**src/hdl/integer_text_parser_macros.svh**
```systemverilog
// Assertion macros used by the integer text parser core.
`ifndef INTEGER_TEXT_PARSER_MACROS_SVH
`define INTEGER_TEXT_PARSER_MACROS_SVH

// Same-cycle implication, sampled on i_clk, off while i_rst_n is low.
`define ITP_ASSERT_IMP(lbl, ante, cons, msg) \
    lbl: assert property (@(posedge i_clk) disable iff (!i_rst_n) (ante) |-> (cons)) \
        else $error(msg);

// Next-cycle implication, sampled on i_clk, off while i_rst_n is low.
`define ITP_ASSERT_NEXT(lbl, ante, cons, msg) \
    lbl: assert property (@(posedge i_clk) disable iff (!i_rst_n) (ante) |=> (cons)) \
        else $error(msg);

`endif

```
**src/hdl/itp_pkg.sv**
```systemverilog
// Types, constants and character helpers for the integer text parser.
package itp_pkg;

    localparam int unsigned ACC_W   = 64;
    localparam int unsigned BASE_W  = 5;
    localparam int unsigned WIDTH_W = 8;
    localparam int unsigned FCNT_W  = 9;
    localparam int unsigned TOT_W   = 16;
    localparam int unsigned CFG_AW  = 2;
    localparam int unsigned CFG_DW  = 8;
    localparam int unsigned PROD_W  = ACC_W + BASE_W;

    localparam logic [CFG_AW-1:0] CFG_NUMBER_BASE = 2'd0;
    localparam logic [CFG_AW-1:0] CFG_MAX_WIDTH   = 2'd1;
    localparam logic [CFG_AW-1:0] CFG_SIGNED_MODE = 2'd2;

    localparam logic [7:0] CH_ZERO  = 8'h30;
    localparam logic [7:0] CH_NINE  = 8'h39;
    localparam logic [7:0] CH_PLUS  = 8'h2B;
    localparam logic [7:0] CH_MINUS = 8'h2D;
    localparam logic [7:0] CH_SPACE = 8'h20;
    localparam logic [7:0] CH_TAB   = 8'h09;
    localparam logic [7:0] CH_CR    = 8'h0D;
    localparam logic [7:0] CH_LO_X  = 8'h78;
    localparam logic [7:0] CH_UP_X  = 8'h58;
    localparam logic [7:0] CH_LO_A  = 8'h61;
    localparam logic [7:0] CH_LO_F  = 8'h66;
    localparam logic [7:0] CH_UP_A  = 8'h41;
    localparam logic [7:0] CH_UP_F  = 8'h46;

    localparam logic [BASE_W-1:0] BASE_AUTO = 5'd0;
    localparam logic [BASE_W-1:0] BASE_OCT  = 5'd8;
    localparam logic [BASE_W-1:0] BASE_DEC  = 5'd10;
    localparam logic [BASE_W-1:0] BASE_HEX  = 5'd16;

    localparam logic [ACC_W-1:0] SMAX = 64'h7FFF_FFFF_FFFF_FFFF;
    localparam logic [ACC_W-1:0] SMIN = 64'h8000_0000_0000_0000;
    localparam logic [ACC_W-1:0] UMAX = 64'hFFFF_FFFF_FFFF_FFFF;

    localparam logic [FCNT_W-1:0] FCNT_MAX = '1;
    localparam logic [TOT_W-1:0]  TOT_MAX  = '1;

    typedef struct packed {
        logic [BASE_W-1:0]  number_base;
        logic [WIDTH_W-1:0] max_width;
        logic               signed_mode;
    } t_cfg;

    typedef struct packed {
        logic [TOT_W-1:0] consumed_total;
        logic             byte_taken;
        logic             overflowed;
        logic             matched;
        logic [ACC_W-1:0] number_value;
    } t_result;

    typedef struct packed {
        logic       valid;
        logic [3:0] value;
    } t_digit;

    function automatic logic is_white(input logic [7:0] c);
        return (c == CH_SPACE) || ((c >= CH_TAB) && (c <= CH_CR));
    endfunction

    // Letters count only when hex is set.
    function automatic t_digit digit_of(input logic [7:0] c, input logic hex);
        t_digit d;
        d.valid = 1'b0;
        d.value = '0;
        if ((c >= CH_ZERO) && (c <= CH_NINE)) begin
            d.valid = 1'b1;
            d.value = 4'(c - CH_ZERO);
        end else if (hex && (c >= CH_LO_A) && (c <= CH_LO_F)) begin
            d.valid = 1'b1;
            d.value = 4'(c - CH_LO_A + 8'd10);
        end else if (hex && (c >= CH_UP_A) && (c <= CH_UP_F)) begin
            d.valid = 1'b1;
            d.value = 4'(c - CH_UP_A + 8'd10);
        end
        return d;
    endfunction

endpackage

```
**src/hdl/itp_core.sv**
```systemverilog
// Parser state and combinational character step with saturating accumulate.
`include "integer_text_parser_macros.svh"

module itp_core
    import itp_pkg::*;
(
    input  logic       i_clk,
    input  logic       i_rst_n,
    input  logic       i_fire,
    input  logic [7:0] i_char,
    input  logic       i_begin,
    input  t_cfg       i_cfg,
    output logic       o_emit,
    output t_result    o_res
);

    typedef enum logic [2:0] {
        PH_SPACE,
        PH_PREFIX,
        PH_ZERO,
        PH_DIGITS,
        PH_DONE
    } t_phase;

    t_phase              r_phase, n_phase;
    logic [ACC_W-1:0]    r_acc, n_acc;
    logic                r_neg, n_neg;
    logic [FCNT_W-1:0]   r_fc, n_fc;
    logic [BASE_W-1:0]   r_eb, n_eb;
    logic                r_ovf, n_ovf;
    logic                r_mat, n_mat;
    logic [TOT_W-1:0]    r_tot, n_tot;

    logic                go;
    logic                consume_ws;
    logic                take_it;
    logic                stop_nondigit;
    logic                width_done;
    logic                auto_base;
    t_digit              dig;
    logic [PROD_W-1:0]   prod;
    logic [PROD_W-1:0]   lim;

    always_comb begin
        n_phase = r_phase;
        n_acc   = r_acc;
        n_neg   = r_neg;
        n_fc    = r_fc;
        n_eb    = r_eb;
        n_ovf   = r_ovf;
        n_mat   = r_mat;
        n_tot   = r_tot;
        if (i_begin) begin
            n_phase = PH_SPACE;
            n_acc   = '0;
            n_neg   = 1'b0;
            n_fc    = '0;
            n_eb    = BASE_DEC;
            n_ovf   = 1'b0;
            n_mat   = 1'b0;
            n_tot   = '0;
        end

        go            = (n_phase != PH_DONE);
        consume_ws    = 1'b0;
        take_it       = 1'b0;
        stop_nondigit = 1'b0;
        auto_base     = (i_cfg.number_base == BASE_AUTO);
        dig           = '0;
        prod          = '0;
        lim           = i_cfg.signed_mode ? PROD_W'(SMAX) : PROD_W'(UMAX);

        if (go && (n_phase == PH_SPACE)) begin
            if (is_white(i_char)) begin
                consume_ws = 1'b1;
                go         = 1'b0;
            end else begin
                n_phase = PH_PREFIX;
                if ((i_char == CH_MINUS) || (i_char == CH_PLUS)) begin
                    n_neg   = (i_char == CH_MINUS);
                    take_it = 1'b1;
                    go      = 1'b0;
                end
            end
        end

        if (go && (n_phase == PH_PREFIX)) begin
            if (auto_base || (i_cfg.number_base == BASE_HEX)) begin
                if (i_char == CH_ZERO) begin
                    n_mat   = 1'b1;
                    n_eb    = auto_base ? BASE_OCT : BASE_HEX;
                    n_phase = PH_ZERO;
                    take_it = 1'b1;
                    go      = 1'b0;
                end else begin
                    n_eb = auto_base ? BASE_DEC : BASE_HEX;
                end
            end else begin
                n_eb = i_cfg.number_base;
            end
            if (go) begin
                n_phase = PH_DIGITS;
            end
        end

        if (go && (n_phase == PH_ZERO)) begin
            n_phase = PH_DIGITS;
            if ((i_char == CH_LO_X) || (i_char == CH_UP_X)) begin
                n_eb    = BASE_HEX;
                take_it = 1'b1;
                go      = 1'b0;
            end
        end

        if (go) begin
            dig  = digit_of(i_char, n_eb == BASE_HEX);
            prod = {{BASE_W{1'b0}}, n_acc} * PROD_W'(n_eb) + PROD_W'(dig.value);
            if (!dig.valid || ({1'b0, dig.value} >= n_eb)) begin
                stop_nondigit = 1'b1;
            end else begin
                n_mat   = 1'b1;
                take_it = 1'b1;
                if (!n_ovf) begin
                    if (prod > lim) begin
                        n_ovf = 1'b1;
                        if (i_cfg.signed_mode) begin
                            n_acc = n_neg ? SMIN : SMAX;
                        end else begin
                            n_acc = UMAX;
                        end
                        n_neg = 1'b0;
                    end else begin
                        n_acc = prod[ACC_W-1:0];
                    end
                end
            end
        end

        if ((consume_ws || take_it) && (n_tot != TOT_MAX)) begin
            n_tot = n_tot + TOT_W'(1);
        end
        if (take_it && (n_fc != FCNT_MAX)) begin
            n_fc = n_fc + FCNT_W'(1);
        end
        width_done = take_it && (i_cfg.max_width != '0)
                     && (n_fc >= FCNT_W'(i_cfg.max_width));
        o_emit = stop_nondigit || width_done;
        if (o_emit) begin
            n_phase = PH_DONE;
        end

        o_res.number_value   = n_neg ? (ACC_W'(0) - n_acc) : n_acc;
        o_res.matched        = n_mat;
        o_res.overflowed     = n_ovf;
        o_res.byte_taken     = take_it;
        o_res.consumed_total = n_tot;
    end

    always_ff @(posedge i_clk) begin
        if (!i_rst_n) begin
            r_phase <= PH_SPACE;
            r_acc   <= '0;
            r_neg   <= 1'b0;
            r_fc    <= '0;
            r_eb    <= BASE_DEC;
            r_ovf   <= 1'b0;
            r_mat   <= 1'b0;
            r_tot   <= '0;
        end else if (i_fire) begin
            r_phase <= n_phase;
            r_acc   <= n_acc;
            r_neg   <= n_neg;
            r_fc    <= n_fc;
            r_eb    <= n_eb;
            r_ovf   <= n_ovf;
            r_mat   <= n_mat;
            r_tot   <= n_tot;
        end
    end

    `ITP_ASSERT_NEXT(a_emit_ends_parse, i_fire && o_emit, r_phase == PH_DONE, "no DONE after result")
    `ITP_ASSERT_NEXT(a_sat_holds, i_fire && !i_begin && r_ovf, $stable(r_acc), "saturated value moved")
    `ITP_ASSERT_NEXT(a_tot_monotonic, i_fire && !i_begin, r_tot >= $past(r_tot), "count went down")

endmodule

```
**src/hdl/integer_text_parser.sv**
```systemverilog
// Integer text parser top level: config registers, input register, result register.
//
// Parses signed or unsigned 64-bit integers from a byte stream, one character per
// clock while no unread result stalls it. A character with tuser set restarts the
// parser. Leading whitespace is skipped, an optional sign and (in auto or hex
// radix) a 0 / 0x prefix are taken, then digits accumulate with saturation until
// a non-digit arrives or the field width is used up; that character produces one
// result. A character is held in the input register, and its result is written to
// the result register. The per-character step (a 64x5 multiply-add with limit
// compare) is combinational and closes on the parser state registers. Configuration
// writes take effect at once and are expected only while the parser is idle.
module integer_text_parser
    import itp_pkg::*;
(
    input  logic              i_clk,
    input  logic              i_rst_n,
    input  logic              i_cfg_we,
    input  logic [CFG_AW-1:0] i_cfg_addr,
    input  logic [CFG_DW-1:0] i_cfg_data,
    input  logic              s_axis_tvalid,
    output logic              s_axis_tready,
    input  logic [7:0]        s_axis_tdata,   // [7:0] character
    input  logic [0:0]        s_axis_tuser,   // [0] begin_req
    output logic              m_axis_tvalid,
    input  logic              m_axis_tready,
    output logic [87:0]       m_axis_tdata    // [63:0] number_value, [64] matched,
                                              // [65] overflowed, [66] byte_taken,
                                              // [82:67] consumed_total, [87:83] zero
);

    t_cfg       r_cfg;
    logic       r_in_valid;
    logic [7:0] r_in_char;
    logic       r_in_begin;
    logic       r_out_valid;
    t_result    r_out;

    logic       fire;
    logic       emit;
    t_result    res;

    assign fire          = r_in_valid && (!r_out_valid || m_axis_tready);
    assign s_axis_tready = !r_in_valid || fire;
    assign m_axis_tvalid = r_out_valid;
    assign m_axis_tdata  = {5'd0, r_out};

    always_ff @(posedge i_clk) begin
        if (!i_rst_n) begin
            r_cfg.number_base <= BASE_AUTO;
            r_cfg.max_width   <= '0;
            r_cfg.signed_mode <= 1'b1;
        end else if (i_cfg_we) begin
            case (i_cfg_addr)
                CFG_NUMBER_BASE: r_cfg.number_base <= i_cfg_data[BASE_W-1:0];
                CFG_MAX_WIDTH:   r_cfg.max_width   <= i_cfg_data[WIDTH_W-1:0];
                CFG_SIGNED_MODE: r_cfg.signed_mode <= i_cfg_data[0];
                default: ;
            endcase
        end
    end

    always_ff @(posedge i_clk) begin
        if (!i_rst_n) begin
            r_in_valid <= 1'b0;
        end else if (s_axis_tready) begin
            r_in_valid <= s_axis_tvalid;
        end
        if (s_axis_tready && s_axis_tvalid) begin
            r_in_char  <= s_axis_tdata;
            r_in_begin <= s_axis_tuser[0];
        end
    end

    always_ff @(posedge i_clk) begin
        if (!i_rst_n) begin
            r_out_valid <= 1'b0;
        end else if (fire && emit) begin
            r_out_valid <= 1'b1;
        end else if (m_axis_tready) begin
            r_out_valid <= 1'b0;
        end
        if (fire && emit) begin
            r_out <= res;
        end
    end

    itp_core u_core (
        .i_clk   (i_clk),
        .i_rst_n (i_rst_n),
        .i_fire  (fire),
        .i_char  (r_in_char),
        .i_begin (r_in_begin),
        .i_cfg   (r_cfg),
        .o_emit  (emit),
        .o_res   (res)
    );

endmodule

```
**config.mk**
```make
export PLATFORM = sky130hd
export DESIGN_NAME = integer_text_parser
export DESIGN_NICKNAME = d
export VERILOG_FILES = /design/src/hdl/itp_pkg.sv /design/src/hdl/itp_core.sv /design/src/hdl/integer_text_parser.sv
export VERILOG_INCLUDE_DIRS = /design/src /design/src/hdl
export SDC_FILE = /design/constraint.sdc
export NUM_CORES = 1
export LEC_CHECK = 0
export BUFFER_PORTS_ARGS = -buffer_cell sky130_fd_sc_hd__buf_4
export CORE_MARGIN = 8
export CORE_UTILIZATION = 70
export CTS_BUF_LIST = sky130_fd_sc_hd__clkbuf_8
export DETAILED_ROUTE_END_ITERATION = 10
export PLACE_DENSITY = 0.89
export SYNTH_ARGS = -nofsm -noshare
export SYNTH_HDL_FRONTEND = slang
export SYNTH_SLANG_ARGS = --single-unit
```
**constraint.sdc**
```tcl
create_clock -name i_clk -period 30.2 [get_ports i_clk]
set_clock_uncertainty 0.15 [all_clocks]
set_input_delay 6.04 -clock i_clk [delete_from_list [all_inputs] [get_ports i_clk]]
set_output_delay 6.04 -clock i_clk [all_outputs]
set_load 0.01 [all_outputs]
```
==> impl_metrics.csv, run 1 <==
group,metric,value,unit
worst_setup_path,rrSetupSlack,15.42,ns
clocking,cts_hold_buf,0,
sta,worstMarginPinSlew,1.260,ns
floorplanning,initial_core_util,70.61,%
clocking,cts_max_path_buffers,3,
floorplanning,rows,67,
status,status,"complete, no violations",
power_and_ir_drop,p_leak,11.11,nW
worst_setup_path,path_common_cell,"inv_1",
sta,rsz0062_at_grt,"no",
clocking,clkTransAtPathRegs,0.07,ns
clocking,cts.sinks,208,
sta,hold_violations,0,
worst_setup_path,critPathMaxStageDelay,1.00,ns
floorplanning,die-area,39780,um^2
routing,drtAntennaViolNets,0,
synth,synthArstFlopShare,0,%
worst_setup_path,cp_slowest_cell,"or4_1",
synth,synthCells,2939,
cells_and_area,num_antenna_cells,0,
sta,fin_crit,14.78,ns
worst_setup_path,endpoint,"m_axis_tdata[56]",
synth,synthesis.area,23560,um^2
cells_and_area,multi_input_area,17150,um^2
clocking,cts_made_buffers,31,
synth,ys_seq_elements,208,
floorplanning,die_w,199.5,um
sta,slew_violations,0,
worst_setup_path,crit_type,"reg2reg",
worst_setup_path,crit_start,"r_in_begin",
placement,hpwl,61890,um
sta,max_freq,67.67,MHz
sta,finalSetupTns,0,ns
synth,yosysTopAreaCell,"fa_1",
cells_and_area,fin_nets,3316,
synth,synth_top_area_share,16.14,%
cells_and_area,syn2layout_area_growth,6.676,%
synth,ys_types,97,
clocking,cts_setup_buffers,0,
synth,synth-edff-count,92,
floorplanning,die_h,199.5,um
clocking,cts_root_buf,"clkbuf_8",
worst_setup_path,end_kind,"flop",
worst_setup_path,cp_data_required_time,30.35,ns
power_and_ir_drop,ir_worst_vdd,0.03894,mV
sta,min_period_over_period,48.93,%
worst_setup_path,worstPathMaxFanout,65,
synth,synth_warnings,0,
worst_setup_path,arrival,14.93,ns
sta,setup_viol,0,
cells_and_area,seqCellArea,5085,um^2
floorplanning,core-area,33360,um^2
routing,wirelength,80500,um
global_routing,grt_max_degree,91,
worst_setup_path,startpoint_type,"flop",
routing,drt-initial-drc-count,2991,
worst_setup_path,r2r_start,"r_in_begin",
clocking,insertion_delay,0.58,ns
clocking,cts-resized-gates,0,
floorplanning,io_pins,114,
placement,globalplace.congestion,1.042,
sta,hold_slack,0.3353,ns
worst_setup_path,r2r-end,"m_axis_tdata[56]",
job,cap_viol_max_count,0,
synth,ys_seq_area_share,21.58,%
global_routing,grt_pass1_vias,22758,
routing,vias_per_cell,6.872,
synth,synth_area_leaders,"fa_1 (16%), edfxtp_1 (12%), dfxtp_1 (9.9%)",
sta,maxSlewHeadroom,16.00,%
routing,vias,23474,
worst_hold_path,min_from,"u_core.r_tot[9]",
worst_hold_path,worstHoldPathType,"reg2reg",
clocking,tritoncts,"yes",
placement,port_buffers,108,
clocking,htreeDepth,1,
power_and_ir_drop,power_density,30.56,nW/um^2
global_routing,grtUsageTotal,40.11,%
synth,syn_area_per_cell,8.016,um^2
routing,firstDrtPassIters,8,
global_routing,grt_pass1_wl,125300,um
synth,synth-main-ff-cell,"dfxtp_1",
routing,wire_per_inst,23.56,um
global_routing,antenna_found_initial,0,
worst_setup_path,reg2regPathDepth,41,
routing,drc,0,
cells_and_area,nFillCells,2523,
global_routing,gr-total-overflow,0,
cells_and_area,drive_gt1_share,8.221,%
cell usage in the layout, fill, tap and decap left out, types with 46 or more instances in the layout:
| cell type | instances |
|---|---|
| nand2_1 | 460 |
| nor2_1 | 360 |
| a21oi_1 | 209 |
| fa_1 | 190 |
| inv_1 | 189 |
| ha_1 | 159 |
| buf_4 | 136 |
| o21ai_0 | 118 |
| dfxtp_1 | 116 |
| nor2b_1 | 92 |
| edfxtp_1 | 92 |
| xnor2_1 | 85 |
| a211oi_1 | 66 |
| nor3_1 | 52 |
| nand4_1 | 48 |
| xor2_1 | 46 |
layer usage:
layer / part of all wire [%] / global-route usage, %
met5: 0 / 0
met4: 8.8 / 27.85
met3: 11 / 7.528
met2: 45 / 64.37
met1: 35 / 48.55
worst min-delay path by stage:
| stage | cells past startpoint | endpoint | slack (ns) |
|---|---|---|---|
| floorplan | 2 | u_core.r_eb[4] | 0.29 |
| global placement | 2 | u_core.r_acc[56] | 0.31 |
| detailed placement | 2 | u_core.r_tot[9] | 0.32 |
| CTS | 2 | u_core.r_tot[9] | 0.33 |
| global route | 2 | u_core.r_tot[9] | 0.36 |
| finish | 2 | u_core.r_tot[9] | 0.34 |
logic make-up after synthesis:
kind of cell	synth area share (%)
compound gates	18.37
xor+xnor	4.870
fa+ha+maj	24.59
buf+inv	5.895
flops	21.58
mux	0.8815
other cells	0.01592
simple gates	23.80
worst max-delay path: cells and delay by family (launching register included):
kind	cells	cell delay, ns
adder cells (fa/ha/maj)	5	1.97
XOR/XNOR	2	0.38
AND/OR/NAND/NOR	12	5.54
flip-flops	1	0.33
AO/OA/AOI/OAI	15	4.15
buffers and inverters	7	1.96
power breakdown:
part / total, mW / internal, mW / leakage (nW) / switching [mW]
combinational: 0.210 / 0.0647 / 8.93 / 0.145
sequential: 0.323 / 0.309 / 1.82 / 0.0136
clock: 0.236 / 0.121 / 0.369 / 0.114
flip-flops by register name, summed over array words and instances, names as in the netlist, 3 cells and up:
name,cells
u_core.r_fc,9
u_core.r_phase,3
r_cfg,14
u_core.r_acc,64
m_axis_tdata,83
u_core.r_eb,5
u_core.r_tot,16
r_in_char,8
through the flow:
step           cells  util, %  area, um^2  worst slack [ns]  power (mW)
2_1_floorplan   2943        -       23580             17.63      0.4611
3_3_place_gp    3358    73.42       24490             16.17      0.5238
3_5_place_dp    3358    73.42       24490             15.75      0.5293
4_1_cts         3416    75.33       25130             15.69      0.7594
5_1_grt         3416    75.33       25130             14.72      0.7950
6_report        3416    75.33       25130             15.42      0.7682
Yosys cell counts (18+ instances only):
master / n
o21a_1: 18
nor2b_1: 93
a211oi_1: 66
nor3_1: 53
xor2_1: 46
edfxtp_1: 92
a21oi_1: 209
o211ai_1: 18
o21ai_1: 26
clkbuf_1: 120
nand2b_1: 21
o21ai_0: 118
nand2_1: 461
fa_1: 190
ha_1: 159
xnor2_1: 85
a31oi_1: 27
buf_2: 24
or3_1: 20
nand4_1: 48
nor2_1: 362
nor4_1: 23
a21o_1: 22
inv_1: 180
dfxtp_1: 116
nand3_1: 38
final cells by class:
type,count,area share (%)
Timing Repair Buffer,136,4.062
Tap cell,448,2.230
Inverter,181,2.708
Multi-Input combinational cell,2385,68.23
Sequential cell,208,20.23
Clock inverter,17,0.2937
Clock buffer,41,2.245
(Power assumes the default switching activity.)
==> inputs of run 2 (changes only) <==
- ABC_AREA: unset -> 1
- CORE_UTILIZATION: 70 -> 66
- PLACE_DENSITY: 0.89 -> 0.85
- clock period: 30.2 -> 13.9 ns (I/O delays scaled with it)
==> run 2 against run 1 <==
Compared with the run above:
- worst hold slack lost 0.012 ns
- non-clock buffer count shrank 2
- final cell count grew 42%
- die area grew 19%
- clock power grew 130%
- first-iteration DRC count grew 8.7%
- design area grew 14%
- via count grew 16%
- clock-buffer cell count shrank 7
- register-to-register slack lost 12 ns
- largest cell class unchanged
- largest power group is now combinational cells
- highest routed layer unchanged
==> impl_metrics.csv, run 2 <==
group,metric,value,unit
placement,port_buffers,108,
cells_and_area,fin_nets,4663,
global_routing,gr-total-overflow,0,
placement,hpwl,68510,um
synth,synthArstFlopShare,0,%
power_and_ir_drop,swShare,41.61,%
routing,drtAntennaViolNets,0,
clocking,cts_max_path_buffers,3,
clocking,cts_setup_buffers,0,
synth,synth-edff-count,92,
worst_setup_path,path_common_cell,"nand2_1",
routing,top_layer,"met4",
worst_setup_path,cp.depth,42,
synth,synth_most_common_cell,"nand2_1",
sta,worstMarginPinSlew,0.9860,ns
power_and_ir_drop,power_density,72.89,nW/um^2
routing,wl_met3,8373,um
cells_and_area,drive_gt1_share,7.255,%
global_routing,grt_pass1_vias,25486,
sta,finalSetupTns,0,ns
sta,rsz0062_at_grt,"no",
routing,firstDrtPassIters,9,
cells_and_area,syn2layout_area_growth,6.459,%
routing,dr_wl_met2,37460,um
worst_setup_path,worstPathMaxFanout,63,
routing,wirelength,85130,um
worst_setup_path,rrSetupSlack,3.29,ns
cells_and_area,multi_input_area,18140,um^2
synth,syn_area_per_cell,6.336,um^2
sta,maxSlewHeadroom,34.26,%
worst_hold_path,hold_path_depth,2,
power_and_ir_drop,pwr-share-clk,26.5,%
cells_and_area,nFillCells,3762,
routing,vias,27238,
routing,vias_per_cell,5.621,
synth,synth_warnings,0,
sta,setup_viol,0,
worst_setup_path,critPathMaxStageDelay,0.56,ns
synth,synthCells,4241,
worst_setup_path,reg2regPathDepth,42,
routing,drt-initial-drc-count,3251,
global_routing,grt_pass1_wl,133600,um
clocking,clkTransAtPathRegs,0.07,ns
sta,fin_crit,10.61,ns
cells_and_area,largest_reg_flops,83,
synth,ys_seq_elements,208,
status,status,"complete, no violations",
clocking,cts-resized-gates,0,
sta,min_period_over_period,76.30,%
cells_and_area,num_antenna_cells,0,
synth,ys_seq_area_share,18.92,%
floorplanning,die_h,217.8,um
cells_and_area,stdcell_count,4846,
sta,max_freq,94.29,MHz
worst_setup_path,r2r_start,"r_in_begin",
floorplanning,core-area,40550,um^2
worst_setup_path,arrival,10.76,ns
floorplanning,rows,74,
clocking,insertion_delay,0.57,ns
worst_setup_path,end_kind,"flop",
power_and_ir_drop,p_leak,16.09,nW
clocking,cts.sinks,208,
floorplanning,die_w,217.8,um
worst_hold_path,min_to,"u_core.r_mat",
sta,hold_violations,0,
worst_setup_path,crit_type,"reg2reg",
power_and_ir_drop,combPwrFrac,39.9,%
synth,synth_top_area_share,18.10,%
cells_and_area,fin_util,70.54,%
worst_setup_path,cp_slowest_cell,"buf_4",
power_and_ir_drop,power_frac_seq,33.6,%
clocking,cts_hold_buf,0,
placement,globalplace.congestion,1.079,
power_and_ir_drop,p_int,1.217,mW
power_and_ir_drop,p_switching,867.6,uW
worst_setup_path,startpoint_type,"flop",
synth,ys_types,59,
cells_and_area,seqCellArea,5085,um^2
global_routing,antenna_found_initial,0,
cells_and_area,final_cell_mix,"nand2_1 (1295), inv_1 (802), nor2_1 (555)",
routing,wire_per_inst,17.57,um
clocking,cts_made_buffers,34,
clocking,htreeDepth,2,
floorplanning,die-area,47420,um^2
floorplanning,initial_core_util,66.26,%
power_and_ir_drop,p_total,2.085,mW
job,cap_viol_max_count,0,
power_and_ir_drop,ir_worst_vdd,0.09968,mV
worst_setup_path,cp_data_required_time,14.06,ns
routing,drc,0,
synth,synthesis.area,26870,um^2
routing,met1Wirelength,33240,um
clocking,cts_root_buf,"clkbuf_8",
floorplanning,io_pins,114,
global_routing,grt_max_degree,105,
synth,synth_common_cells,"nand2_1 (1296), inv_1 (788), nor2_1 (556)",
clocking,tritoncts,"yes",
worst_hold_path,worstHoldPathType,"reg2reg",
worst_setup_path,r2r-end,"m_axis_tdata[24]",
synth,yosysTopAreaCell,"nand2_1",
synth,synth_area_leaders,"nand2_1 (18%), fa_1 (14%), inv_1 (11%)",
global_routing,grtUsageTotal,35.13,%
worst_hold_path,min_from,"u_core.r_mat",
worst_setup_path,crit_family,"simple AND/OR/NAND/NOR gates",
worst_setup_path,critical_path_buf_inv_count,7,
sta,slew_violations,0,
placement,dpl.cell_count,4786,
synth,synth-main-ff-cell,"dfxtp_1",
cells_and_area,final_common_cell,"nand2_1",
run 2: cell types whose count changed after synthesis, moves of 65 or more:
cell	change
nand3_1	+151
inv_1	+608
nor2b_1	-93
nor2_1	+194
a211oi_1	-65
nand2_1	+835
xnor2_1	-72
run 2: cell type report:
| cell class | instances | share of cell area (%) |
|---|---|---|
| clock buffers | 34 | 1.636 |
| clock inverters | 26 | 0.6911 |
| inverters | 810 | 10.63 |
| multi-input cells | 3102 | 63.42 |
| flip-flops and latches | 208 | 17.78 |
| well taps | 532 | 2.327 |
| repair buffers | 134 | 3.517 |
run 2: cell families (layout without fill, tap and decap cells):
logic type,Yosys count,in the layout,synth area share [%]
AND/OR/NAND/NOR,2231,2231,34.51
buffers and inverters,935,1004,13.67
AO/OA/AOI/OAI,448,448,9.076
adder cells (fa/ha/maj),349,349,21.56
flip-flops,208,208,18.92
XOR/XNOR,69,69,2.249
other,1,5,0.01396
run 2: through the flow:
step / hold WS, ns / worst slack [ns] / instance area (um^2)
3_3_place_gp: 0.3042 / 3.688 / 27940
5_1_grt: 0.3437 / 2.672 / 28600
4_1_cts: 0.3232 / 3.496 / 28600
6_report: 0.3232 / 3.295 / 28600
3_5_place_dp: 0.3104 / 3.498 / 27940
2_1_floorplan: 0.2934 / 6.068 / 26880
run 2: power groups by stage:
| stage | sequential (mW) | clock (mW) | combinational (mW) |
|---|---|---|---|
| finish | 0.701 | 0.552 | 0.831 |
| CTS | 0.701 | 0.555 | 0.809 |
| global route | 0.705 | 0.584 | 0.910 |
| global placement | 0.713 | 0 | 0.791 |
| detailed placement | 0.714 | 0 | 0.804 |
| floorplan | 0.719 | 0 | 0.575 |
run 2: worst register-to-register path: cells and delay by family (launching register included):
| family | cells | cell delay (ns) |
|---|---|---|
| simple gates | 25 | 4.53 |
| fa+ha+maj | 6 | 2.28 |
| buf+inv | 7 | 1.97 |
| compound gates | 2 | 0.64 |
| xor+xnor | 2 | 0.47 |
| flops | 1 | 0.32 |
run 2: layer usage:
layer,vias to the layer above,global-route usage (%)
met4,0,21.00
met5,-,0
met1,12382,44.86
li1,13058,-
met3,307,6.047
met2,1491,55.48
run 2: worst max-delay path by stage:
stage,start,to,slack [ns]
floorplan,r_in_char[1],m_axis_tdata[58],6.07
global placement,r_in_begin,m_axis_tdata[24],3.69
detailed placement,r_in_begin,m_axis_tdata[24],3.50
CTS,r_in_begin,m_axis_tdata[24],3.50
global route,r_in_begin,m_axis_tdata[28],2.67
finish,r_in_begin,m_axis_tdata[24],3.29
